--- src/sv/rssc_pkg.sv ---
// Shared types and codes for the relay switch safety controller.
// No dependencies; imported by rssc_ctrl and the core top level.
package rssc_pkg;

   localparam int TICK_W  = 64;
   localparam int FAULT_W = 16;
   localparam int DELAY_W = 16;

   // item kinds
   localparam logic [1:0] KIND_TICK   = 2'd0;
   localparam logic [1:0] KIND_ACTION = 2'd1;
   localparam logic [1:0] KIND_SENSOR = 2'd2;
   localparam logic [1:0] KIND_FAULT  = 2'd3;

   // host action codes
   localparam logic [2:0] ACT_ENABLE     = 3'd0;
   localparam logic [2:0] ACT_DISABLE    = 3'd1;
   localparam logic [2:0] ACT_CLEAR      = 3'd2;
   localparam logic [2:0] ACT_CONNECT    = 3'd3;
   localparam logic [2:0] ACT_FAST_HV    = 3'd4;
   localparam logic [2:0] ACT_DISCONNECT = 3'd5;

   // device states
   localparam logic [2:0] ST_NONE    = 3'd0;
   localparam logic [2:0] ST_READY   = 3'd1;
   localparam logic [2:0] ST_PROCESS = 3'd2;
   localparam logic [2:0] ST_FAULT   = 3'd3;
   localparam logic [2:0] ST_TRIPPED = 3'd4;

   // switch substates
   localparam logic [1:0] SS_NONE       = 2'd0;
   localparam logic [1:0] SS_START      = 2'd1;
   localparam logic [1:0] SS_START_FAST = 2'd2;
   localparam logic [1:0] SS_WAIT       = 2'd3;

   // error codes
   localparam logic [1:0] ERR_OK        = 2'd0;
   localparam logic [1:0] ERR_BLOCKED   = 2'd1;
   localparam logic [1:0] ERR_BAD_GROUP = 2'd2;
   localparam logic [1:0] ERR_NOT_READY = 2'd3;

   // configuration register indexes
   localparam logic [1:0] CSR_SAFETY_ENABLE = 2'd0;
   localparam logic [1:0] CSR_SETTLE        = 2'd1;
   localparam logic [1:0] CSR_FAST_SETTLE   = 2'd2;

   typedef struct packed {
      logic [1:0]         kind;
      logic [2:0]         action_code;
      logic               group_ok;
      logic               group_fast;
      logic               hv_fast_ok;
      logic               stop_pressed;
      logic               top_present;
      logic               bottom_present;
      logic [FAULT_W-1:0] fault_code;
   } rssc_req_type;

   typedef struct packed {
      logic [2:0]         dev_state;
      logic [1:0]         sub_state;
      logic [1:0]         error_code;
      logic               handled;
      logic               green_led;
      logic               red_led;
      logic               disconnect_all;
      logic               safety_armed;
      logic [FAULT_W-1:0] last_fault;
   } rssc_rsp_type;

endpackage

--- src/sv/relay_switch_safety_controller_core.sv ---
// Relay switch safety controller top level: stream ports, result buffer.
// Depends on rssc_pkg and rssc_ctrl.
//
// One request is taken per clock while req_tready is high and its response is
// registered in the output register or, while that is held, in the skid entry;
// each request yields exactly one response. The controller state advances in the
// cycle a request is accepted, through a single pass of decision logic whose
// longest path is the 64-bit tick increment feeding the deadline add and compare.
// The response side has an output register plus one skid entry, so a request is
// still taken while one response waits; req_tready drops only when both are full.
// Config writes take effect on the next cycle and should be issued idle.
module relay_switch_safety_controller_core
   import rssc_pkg::*;
(
   input  logic               clock,
   input  logic               reset,
   input  logic               req_tvalid,
   output logic               req_tready,
   // [2:0] action_code, [3] group_ok, [4] group_fast, [5] hv_fast_ok,
   // [6] stop_pressed, [7] top_present, [8] bottom_present, [24:9] fault_code
   input  logic [31:0]        req_tdata,
   // [1:0] kind
   input  logic [1:0]         req_tuser,
   output logic               rsp_tvalid,
   input  logic               rsp_tready,
   // [2:0] dev_state, [4:3] sub_state, [6:5] error_code, [7] handled,
   // [8] green_led, [9] red_led, [10] disconnect_all, [11] safety_armed,
   // [27:12] last_fault
   output logic [31:0]        rsp_tdata,
   input  logic               csr_we,
   input  logic [1:0]         csr_index,
   input  logic [DELAY_W-1:0] csr_wdata
);

   rssc_req_type item;
   rssc_rsp_type result;
   rssc_rsp_type out_ff, out_in;
   rssc_rsp_type skid_ff, skid_in;
   logic         out_valid_ff, out_valid_in;
   logic         skid_valid_ff, skid_valid_in;
   logic         push;
   logic         pop;

   assign item.kind           = req_tuser;
   assign item.action_code    = req_tdata[2:0];
   assign item.group_ok       = req_tdata[3];
   assign item.group_fast     = req_tdata[4];
   assign item.hv_fast_ok     = req_tdata[5];
   assign item.stop_pressed   = req_tdata[6];
   assign item.top_present    = req_tdata[7];
   assign item.bottom_present = req_tdata[8];
   assign item.fault_code     = req_tdata[24:9];

   assign req_tready = !skid_valid_ff;
   assign push       = req_tvalid && req_tready;
   assign pop        = out_valid_ff && rsp_tready;

   rssc_ctrl u_ctrl (
      .clock     (clock),
      .reset     (reset),
      .csr_we    (csr_we),
      .csr_index (csr_index),
      .csr_wdata (csr_wdata),
      .accept    (push),
      .item      (item),
      .result    (result)
   );

   always_comb begin
      out_in        = out_ff;
      skid_in       = skid_ff;
      out_valid_in  = out_valid_ff;
      skid_valid_in = skid_valid_ff;
      if (skid_valid_ff) begin
         // skid full: no push possible, drain into the output register
         if (pop) begin
            out_in        = skid_ff;
            skid_valid_in = 1'b0;
         end
      end else if (!out_valid_ff || pop) begin
         out_in       = result;
         out_valid_in = push;
      end else if (push) begin
         skid_in       = result;
         skid_valid_in = 1'b1;
      end
   end

   always_ff @(posedge clock) begin
      if (reset) begin
         out_valid_ff  <= 1'b0;
         skid_valid_ff <= 1'b0;
      end else begin
         out_valid_ff  <= out_valid_in;
         skid_valid_ff <= skid_valid_in;
      end
   end

   always_ff @(posedge clock) begin
      out_ff  <= out_in;
      skid_ff <= skid_in;
   end

   assign rsp_tvalid = out_valid_ff;
   assign rsp_tdata  = {4'd0, out_ff.last_fault, out_ff.safety_armed, out_ff.disconnect_all,
                        out_ff.red_led, out_ff.green_led, out_ff.handled,
                        out_ff.error_code, out_ff.sub_state, out_ff.dev_state};

   a_skid_needs_out: assert property (@(posedge clock) disable iff (reset)
      skid_valid_ff |-> out_valid_ff)
      else $error("skid entry held while output register empty");

   a_push_shows: assert property (@(posedge clock) disable iff (reset)
      push |=> out_valid_ff)
      else $error("accepted request left no response");

   a_armed_not_idle: assert property (@(posedge clock) disable iff (reset)
      out_valid_ff && out_ff.safety_armed |-> out_ff.dev_state != ST_NONE)
      else $error("safety latch armed in state none");

   a_disc_opens: assert property (@(posedge clock) disable iff (reset)
      out_valid_ff && out_ff.disconnect_all |->
         (out_ff.dev_state == ST_NONE || !out_ff.red_led))
      else $error("disconnect left connected indicator on");

endmodule

--- src/sv/rssc_ctrl.sv ---
// Device state, LED, latch, tick and settle logic plus the config registers.
// Depends on rssc_pkg. State advances on each accepted request.
module rssc_ctrl
   import rssc_pkg::*;
(
   input  logic                clock,
   input  logic                reset,
   input  logic                csr_we,
   input  logic [1:0]          csr_index,
   input  logic [DELAY_W-1:0]  csr_wdata,
   input  logic                accept,
   input  rssc_req_type        item,
   output rssc_rsp_type        result
);

   logic               safety_enable_ff;
   logic [DELAY_W-1:0] settle_ff;
   logic [DELAY_W-1:0] fast_settle_ff;

   logic [2:0]         main_state_ff, main_state_in;
   logic [1:0]         minor_state_ff, minor_state_in;
   logic               latch_ff, latch_in;
   logic               green_ff, green_in;
   logic               red_ff, red_in;
   logic [FAULT_W-1:0] fault_ff, fault_in;
   logic [TICK_W-1:0]  tick_ff, tick_in;
   logic [TICK_W-1:0]  deadline_ff, deadline_in;

   logic               disc;
   logic [1:0]         err;
   logic               handled;
   logic [DELAY_W-1:0] delay;

   assign delay = (minor_state_ff == SS_START) ? settle_ff : fast_settle_ff;

   always_comb begin
      main_state_in  = main_state_ff;
      minor_state_in = minor_state_ff;
      latch_in       = latch_ff;
      green_in       = green_ff;
      red_in         = red_ff;
      fault_in       = fault_ff;
      tick_in        = tick_ff;
      deadline_in    = deadline_ff;
      disc           = 1'b0;
      err            = ERR_OK;
      handled        = 1'b0;
      case (item.kind)
         KIND_TICK: begin
            tick_in = tick_ff + {{(TICK_W-1){1'b0}}, 1'b1};
            if (main_state_ff == ST_PROCESS) begin
               if (minor_state_ff inside {SS_START, SS_START_FAST}) begin
                  deadline_in    = tick_in + {{(TICK_W-DELAY_W){1'b0}}, delay};
                  minor_state_in = SS_WAIT;
               end else if (minor_state_ff == SS_WAIT && tick_in > deadline_ff) begin
                  main_state_in  = ST_READY;
                  minor_state_in = SS_NONE;
               end
            end
         end
         KIND_ACTION: begin
            handled = 1'b1;
            case (item.action_code)
               ACT_ENABLE: begin
                  if (main_state_ff inside {ST_NONE, ST_TRIPPED}) begin
                     green_in       = 1'b1;
                     main_state_in  = ST_READY;
                     minor_state_in = SS_NONE;
                  end else if (main_state_ff != ST_READY) begin
                     err = ERR_BLOCKED;
                  end
               end
               ACT_DISABLE, ACT_CLEAR: begin
                  // clear fault only acts from the fault state; red led is kept
                  if (item.action_code == ACT_DISABLE || main_state_ff == ST_FAULT) begin
                     fault_in       = '0;
                     disc           = 1'b1;
                     main_state_in  = ST_NONE;
                     minor_state_in = SS_NONE;
                     green_in       = 1'b0;
                     latch_in       = 1'b0;
                  end
               end
               ACT_CONNECT: begin
                  if (main_state_ff inside {ST_READY, ST_TRIPPED}) begin
                     if (item.group_ok) begin
                        red_in   = 1'b1;
                        latch_in = safety_enable_ff;
                        if (!item.group_fast) begin
                           main_state_in  = ST_PROCESS;
                           minor_state_in = SS_START;
                        end
                     end else begin
                        err = ERR_BAD_GROUP;
                     end
                  end else begin
                     err = ERR_NOT_READY;
                  end
               end
               ACT_FAST_HV: begin
                  if (main_state_ff == ST_READY) begin
                     if (item.hv_fast_ok) begin
                        main_state_in  = ST_PROCESS;
                        minor_state_in = SS_START_FAST;
                     end else begin
                        err = ERR_BLOCKED;
                     end
                  end else begin
                     err = ERR_NOT_READY;
                  end
               end
               ACT_DISCONNECT: begin
                  if (main_state_ff inside {ST_READY, ST_TRIPPED}) begin
                     latch_in       = 1'b0;
                     red_in         = 1'b0;
                     disc           = 1'b1;
                     main_state_in  = ST_PROCESS;
                     minor_state_in = SS_START;
                  end else begin
                     err = ERR_NOT_READY;
                  end
               end
               default: begin
                  handled = 1'b0;
               end
            endcase
         end
         KIND_SENSOR: begin
            if (latch_ff && (item.stop_pressed || !item.top_present || !item.bottom_present))
            begin
               latch_in       = 1'b0;
               red_in         = 1'b0;
               disc           = 1'b1;
               main_state_in  = ST_TRIPPED;
               minor_state_in = SS_NONE;
            end
         end
         default: begin
            main_state_in  = ST_FAULT;
            minor_state_in = SS_NONE;
            fault_in       = item.fault_code;
         end
      endcase
   end

   always_comb begin
      result.dev_state      = main_state_in;
      result.sub_state      = minor_state_in;
      result.error_code     = err;
      result.handled        = handled;
      result.green_led      = green_in;
      result.red_led        = red_in;
      result.disconnect_all = disc;
      result.safety_armed   = latch_in;
      result.last_fault     = fault_in;
   end

   always_ff @(posedge clock) begin
      if (reset) begin
         safety_enable_ff <= 1'b0;
         settle_ff        <= DELAY_W'(10);
         fast_settle_ff   <= DELAY_W'(2);
      end else if (csr_we) begin
         case (csr_index)
            CSR_SAFETY_ENABLE: safety_enable_ff <= csr_wdata[0];
            CSR_SETTLE:        settle_ff        <= csr_wdata;
            CSR_FAST_SETTLE:   fast_settle_ff   <= csr_wdata;
            default: ;
         endcase
      end
   end

   always_ff @(posedge clock) begin
      if (reset) begin
         main_state_ff  <= ST_NONE;
         minor_state_ff <= SS_NONE;
         latch_ff       <= 1'b0;
         green_ff       <= 1'b0;
         red_ff         <= 1'b0;
         fault_ff       <= '0;
         tick_ff        <= '0;
         deadline_ff    <= '0;
      end else if (accept) begin
         main_state_ff  <= main_state_in;
         minor_state_ff <= minor_state_in;
         latch_ff       <= latch_in;
         green_ff       <= green_in;
         red_ff         <= red_in;
         fault_ff       <= fault_in;
         tick_ff        <= tick_in;
         deadline_ff    <= deadline_in;
      end
   end

endmodule
--- config.mk ---
export PLATFORM = sky130hd
export DESIGN_NAME = relay_switch_safety_controller_core
export DESIGN_NICKNAME = d
export VERILOG_FILES = /design/src/sv/rssc_pkg.sv /design/src/sv/relay_switch_safety_controller_core.sv /design/src/sv/rssc_ctrl.sv
export SDC_FILE = /design/constraint.sdc
export NUM_CORES = 1
export LEC_CHECK = 0
export BUFFER_PORTS_ARGS = -buffer_cell sky130_fd_sc_hd__buf_4
export CAP_MARGIN = 20
export CORE_ASPECT_RATIO = 1.2
export CORE_MARGIN = 2
export CORE_UTILIZATION = 45
export DETAILED_ROUTE_END_ITERATION = 10
export GPL_TIMING_DRIVEN = 0
export PLACE_DENSITY = 0.69
export SLEW_MARGIN = 20
export SYNTH_ARGS = -nofsm -noshare
export SYNTH_HDL_FRONTEND = slang
export SYNTH_HIERARCHICAL = 1
export SYNTH_SLANG_ARGS = --single-unit
--- constraint.sdc ---
create_clock -name clock -period 8.5 [get_ports clock]
set_clock_uncertainty 0.05 [all_clocks]
set_input_delay 1.7 -clock clock [delete_from_list [all_inputs] [get_ports clock]]
set_output_delay 1.7 -clock clock [all_outputs]
set_load 0.01 [all_outputs]
== After elaboration in Yosys (flattened, before gate mapping) ==
Cells that the tools add are included.
Operators by class
  add/sub/neg operators: 2
  bitwise gates (word level): 2
  order comparisons: 1
  reduce and logical (&&, ||, !) cells: 31
  mux-type cells: 72
  eq/ne operators: 18
Operator list (count)
  two-way mux 28 bit: 3
  adder 64 x 1 -> 64 bit, second input constant: 1
  adder 64 x 16 -> 64 bit: 1
  > comparator 64 bit: 1
  two-way mux 16 bit: 3
  two-way mux 2 bit: 18
  two-way mux 3 bit: 12
  one-hot mux 16 bit (2 select lines): 1
  two-way mux 1 bit: 23
  one-hot mux 3 bit (5 select lines): 1
  equality test 3 x 2 -> 1 bit, second input constant: 4
  one-hot mux 1 bit (2 select lines): 6
  AND reduction 2 bit: 6
  one-hot mux 2 bit (5 select lines): 1
  equality test 3 bit, second input constant: 3
  one-hot mux 3 bit (3 select lines): 1
  equality test 2 bit, second input constant: 4
  one-hot mux 2 bit (4 select lines): 1
  nonzero test 2 bit: 4
  equality test 2 x 1 -> 1 bit, second input constant: 3
  equality test 3 x 1 -> 1 bit, second input constant: 2
  logical NOT 3 bit: 2
  one-hot mux 2 bit (3 select lines): 1
  OR reduction 6 bit: 1
  other kinds (11): 23
Storage, ports and cells
  register bits after elaboration: 243
  output and inout bits: 34

== Depth between registers and ports, before layout ==
  depth after elaboration: 9
  gate-level depth with buffers: 19

== Modules after synthesis ==
The synthesis kept the hierarchy.
By module, submodules not included
  rssc_ctrl: cells each 1725, instances 1, area an instance 13037.5 um^2
  relay_switch_safety_controller_core: cells each 106, instances 1, area an instance 2287.2 um^2

== Worst setup path after synthesis ==
OpenSTA, ideal clock, no wires.
  path kind: reg-to-reg
  start point: register u_ctrl.minor_state_ff[1]
  end point: register u_ctrl.deadline_ff[63]
  arrival time: 4.351 ns
  setup slack: 3.982 ns
  stages on the path, launching flop included: 17
  path buffers: 3
  cells stage by stage: dfxtp_1 -> inv_1 -> ha_1 -> clkbuf_1 -> clkbuf_1 -> mux2_2 -> ha_1 -> o211ai_1 -> o21ai_0 -> o211ai_1 -> o21a_1 -> o31a_1 -> clkbuf_1 -> nor4b_4 -> nand3_2 -> or4_1 -> a32o_1
Between the ends
  cells in the longest elaborated chain, start to end: 3
Ends and longest elaborated chain
  start, declared: line rssc_ctrl.sv:21  | logic [1:0] minor_state_ff, minor_state_in;
  start signal, assigned: line rssc_ctrl.sv:185  | minor_state_ff <= minor_state_in;
  equality test 2 x 1 -> 1 bit or equality test 2 bit (tied branches): line rssc_ctrl.sv:34, rssc_ctrl.sv:52
  two-way mux 16 bit or nonzero test 2 bit (tied branches): line rssc_ctrl.sv:34, rssc_ctrl.sv:52
  adder 64 x 16 -> 64 bit or AND reduction 4 bit (tied branches)
  end signal, assigned: line rssc_ctrl.sv:191  | deadline_ff <= deadline_in;
  end, declared: line rssc_ctrl.sv:27  | logic [TICK_W-1:0] deadline_ff, deadline_in;
Parallel ways exist; a longest one is shown, timed or not.
A chain may end at the register's enable or synchronous reset.

==> results.ini <==
[floorplan]
start_util_pct=45.3
core_um2=33800
die_width_um=172
die_y_um=206
rows=74
ioPinCount=91
die_area_um2=35600

[power]
ir_drop_mv=0.115
cellPowerDensity_nw_per_um2=155
p_leak_uw=0.00679

[setup_path]
crit_type=flip-flop to flip-flop
max_stage_delay_ns=0.87
cp_data_required_time_ns=8.75
worst_ep_arrival_time_ns=6.57
path_cells=ha_1, nand4_1, nor3_1, nand4_1, nor2_1, nand3_1, xor2_1, inv_1, ha_1, nand3_1, nor2_1, nand2_1, nor4_1, and2_1, a21oi_1, nand4_1, o22ai_1, o31a_1, mux2_4
crit_slowest_cell=nor3_1
crit_fanout=7
critPathLaunchType=flip-flop
endpoint_kind=flip-flop
cp_common_cell=nand4_1

[placed_design]
io_buffers=78
gp_congestion=0.937
placedCellCount=2369
hpwlAfterDp_um=33100

[logic_synthesis]
synth_compound_area_share_pct=16.4
postSynthAreaPerCell_um2=8.37
ys_warn_count=6
yosys.area_share.simple_pct=23.2
ys_async_sr_fraction_pct=0
synth_top_family_by_area=simple AND/OR/NAND/NOR gates
ys_seq_elements=243
synthAdderAreaFrac_pct=7.23
synth_edf_count=56
muxShareOfSynthArea_pct=5.46
yosysTopAreaCell=dfxtp_1
yosys-top-cells-area=dfxtp_1, edfxtp_1, ha_1
yosysSeqAreaShare_pct=35.4
netlist.area_leader.share_pct=24.4
synth_ff_type=dfxtp_1
syn_inst=1831
netlist_area_um2=15300
synth_cell_types=77
synth-xor-area-share_pct=6.06

[cells_and_area]
drive_gt1_share_pct=11.5
fin_cells=2419
layout.nets=2087
area_growth_pct=13.9
nFillCells=3148
num_antenna_cells=0

[outcome]
status=finished, final reports clean

[timing]
relSlewSlack_pct=31.7
tightest_slew_ns=1.02
fin_setup_tns_ns=0
rsz0062_at_grt=no
fin_crit_ns=6.32
setup_viol=0
slew_viol_final=0
max_freq_ghz=0.158
fin_crit_sh_pct=74.4
hold_viol_final=0

[grt]
grt_usage_pct=24.2
grt_pass1_wl_um=68800
overflow=0
grt_pass1_vias=13100
grt_max_degree=29
antenna_found_initial=0

[routing]
viasPerCell=5.72
antenna_left=0
via_count=13800
drt_first_pass_iters=7
routed_wirelength_um=43900
drcViolationCount=0
drt_iter0_markers=1142
wl_per_cell_um=18.1

[clock_tree]
root_buffer=clkbuf_16
clkSlewWorstSetupHoldPaths_ns=0.06
cts_hold_buf=0
htree_num_levels=1
clockBufferDepth=3
cts_sinks=243
cts_tree=done
post_cts_buffers=0
post_cts_resize_count=0
clock_latency_ns=0.55
numCtsBuffers=27

[worst_hold_path]
hp-class=flip-flop to flip-flop

[run]
maxCapViolations=0

-- routing by layer --
layer / wire, µm / part of all wire [%] / GRT usage [%] / vias to the layer above
met2: 21200 / 48 / 41.9 / 380
met5: 0 / 0 / 0 / -
met3: 2090 / 4.8 / 2.28 / 92
met4: 1520 / 3.5 / 9.69 / 0
met1: 19100 / 43 / 31.0 / 6567
li1: - / - / - / 6792
-- path summary, 6_finish.rpt --
kind	from	end	slack, ns	depth (start not counted)
worst max-delay path	u_ctrl/tick_ff[0]	rsp_tdata[0]	2.18	19
worst min-delay path	u_ctrl/deadline_ff[15]	u_ctrl/deadline_ff[15]	0.40	2
worst min register to register	u_ctrl/deadline_ff[15]	u_ctrl/deadline_ff[15]	0.40	2
worst max register to register	u_ctrl/tick_ff[0]	rsp_tdata[0]	2.18	19
-- worst max-delay path: cells and delay by family, from the launching register on --
| family | cells | cell delay (ns) |
|---|---|---|
| adder cells (fa/ha/maj) | 2 | 0.63 |
| multiplexers | 1 | 0.27 |
| XOR/XNOR | 1 | 0.37 |
| AO/OA/AOI/OAI | 3 | 0.64 |
| buffers and inverters | 1 | 0.12 |
| AND/OR/NAND/NOR | 11 | 3.47 |
| flip-flops | 1 | 0.52 |
-- power by group --
part,leakage [µW],switching [µW],internal (µW)
Clock,0.000449,493,717
Combinational,0.00428,150,113
Sequential,0.00207,16.5,1220
-- cells in the mapped netlist, types with 12 or more instances --
cell type	number
a211oi_1	18
a21o_1	38
a21oi_1	145
a22o_1	18
and3_1	15
and4_1	21
buf_2	20
clkbuf_1	73
dfxtp_1	187
edfxtp_1	56
ha_1	87
inv_1	111
mux2_2	17
mux2_4	27
mux2i_1	24
nand2_1	212
nand2b_1	12
nand3_1	75
nand4_1	65
nor2_1	144
nor3_1	26
nor4_1	19
o211ai_1	17
o21ai_0	66
o311ai_0	18
o31ai_1	13
or3_1	40
or4_1	20
xnor2_1	54
xor2_1	52
-- state kept, by name (all words and copies together), names as in the netlist --
| register | count |
|---|---|
| u_ctrl/latch_ff | 1 |
| u_ctrl/fast_settle_ff | 16 |
| u_ctrl/red_ff | 1 |
| rsp_tvalid | 1 |
| u_ctrl/main_state_ff | 3 |
| u_ctrl/green_ff | 1 |
| skid_valid_ff | 1 |
| u_ctrl/settle_ff | 16 |
| u_ctrl/tick_ff | 64 |
| u_ctrl/minor_state_ff | 2 |
| rsp_tdata | 28 |
| u_ctrl/safety_enable_ff | 1 |
| u_ctrl/deadline_ff | 64 |
| u_ctrl/fault_ff | 16 |
| skid_ff | 28 |
-- placed cells by master (no fill, tap or decap), types with 25 or more instances in the layout --
master,instances
a21o_1,38
a21oi_1,145
buf_4,87
clkbuf_1,78
clkbuf_16,27
dfxtp_1,187
edfxtp_1,56
ha_1,87
inv_1,111
mux2_4,27
nand2_1,212
nand3_1,75
nand4_1,65
nor2_1,144
nor3_1,25
o21ai_0,65
or3_1,40
xnor2_1,54
xor2_1,52
-- cell families after synthesis --
family | count (synthesis)
AOI/OAI and AO/OA | 394
muxes | 68
DFF | 243
and+or+nand+nor | 702
adders and majority gates | 88
buffers and inverters | 229
other | 1
xor gates and xnor gates | 106
-- through the flow --
| stage | hold slack, ns | setup slack [ns] | util (%) | cell area (µm²) | power [µW] |
|---|---|---|---|---|---|
| CTS | 0.402 | 2.28 | 51.6 | 17400 | 2740 |
| finish | 0.401 | 2.18 | 51.6 | 17400 | 2710 |
| floorplan | 0.382 | 3.98 | - | 15300 | 1420 |
| global route | 0.418 | 1.80 | 51.6 | 17400 | 2810 |
| detailed placement | 0.393 | 2.27 | 48.9 | 16500 | 1520 |
| global placement | 0.389 | 2.26 | 48.8 | 16500 | 1520 |
-- layout make-up --
class                   instances  area [µm²]  share of cell area [%]
multi-input cells            1362        8970                    51.4
well taps                     456         571                    3.27
repair buffers                 79         613                    3.51
flip-flops and latches        243        5430                    31.1
clock inverters                17         201                    1.15
clock buffers                  33         708                    4.06
inverters                     112         420                    2.41
plain buffers                 117         538                    3.08
(Power assumes the default switching activity.)
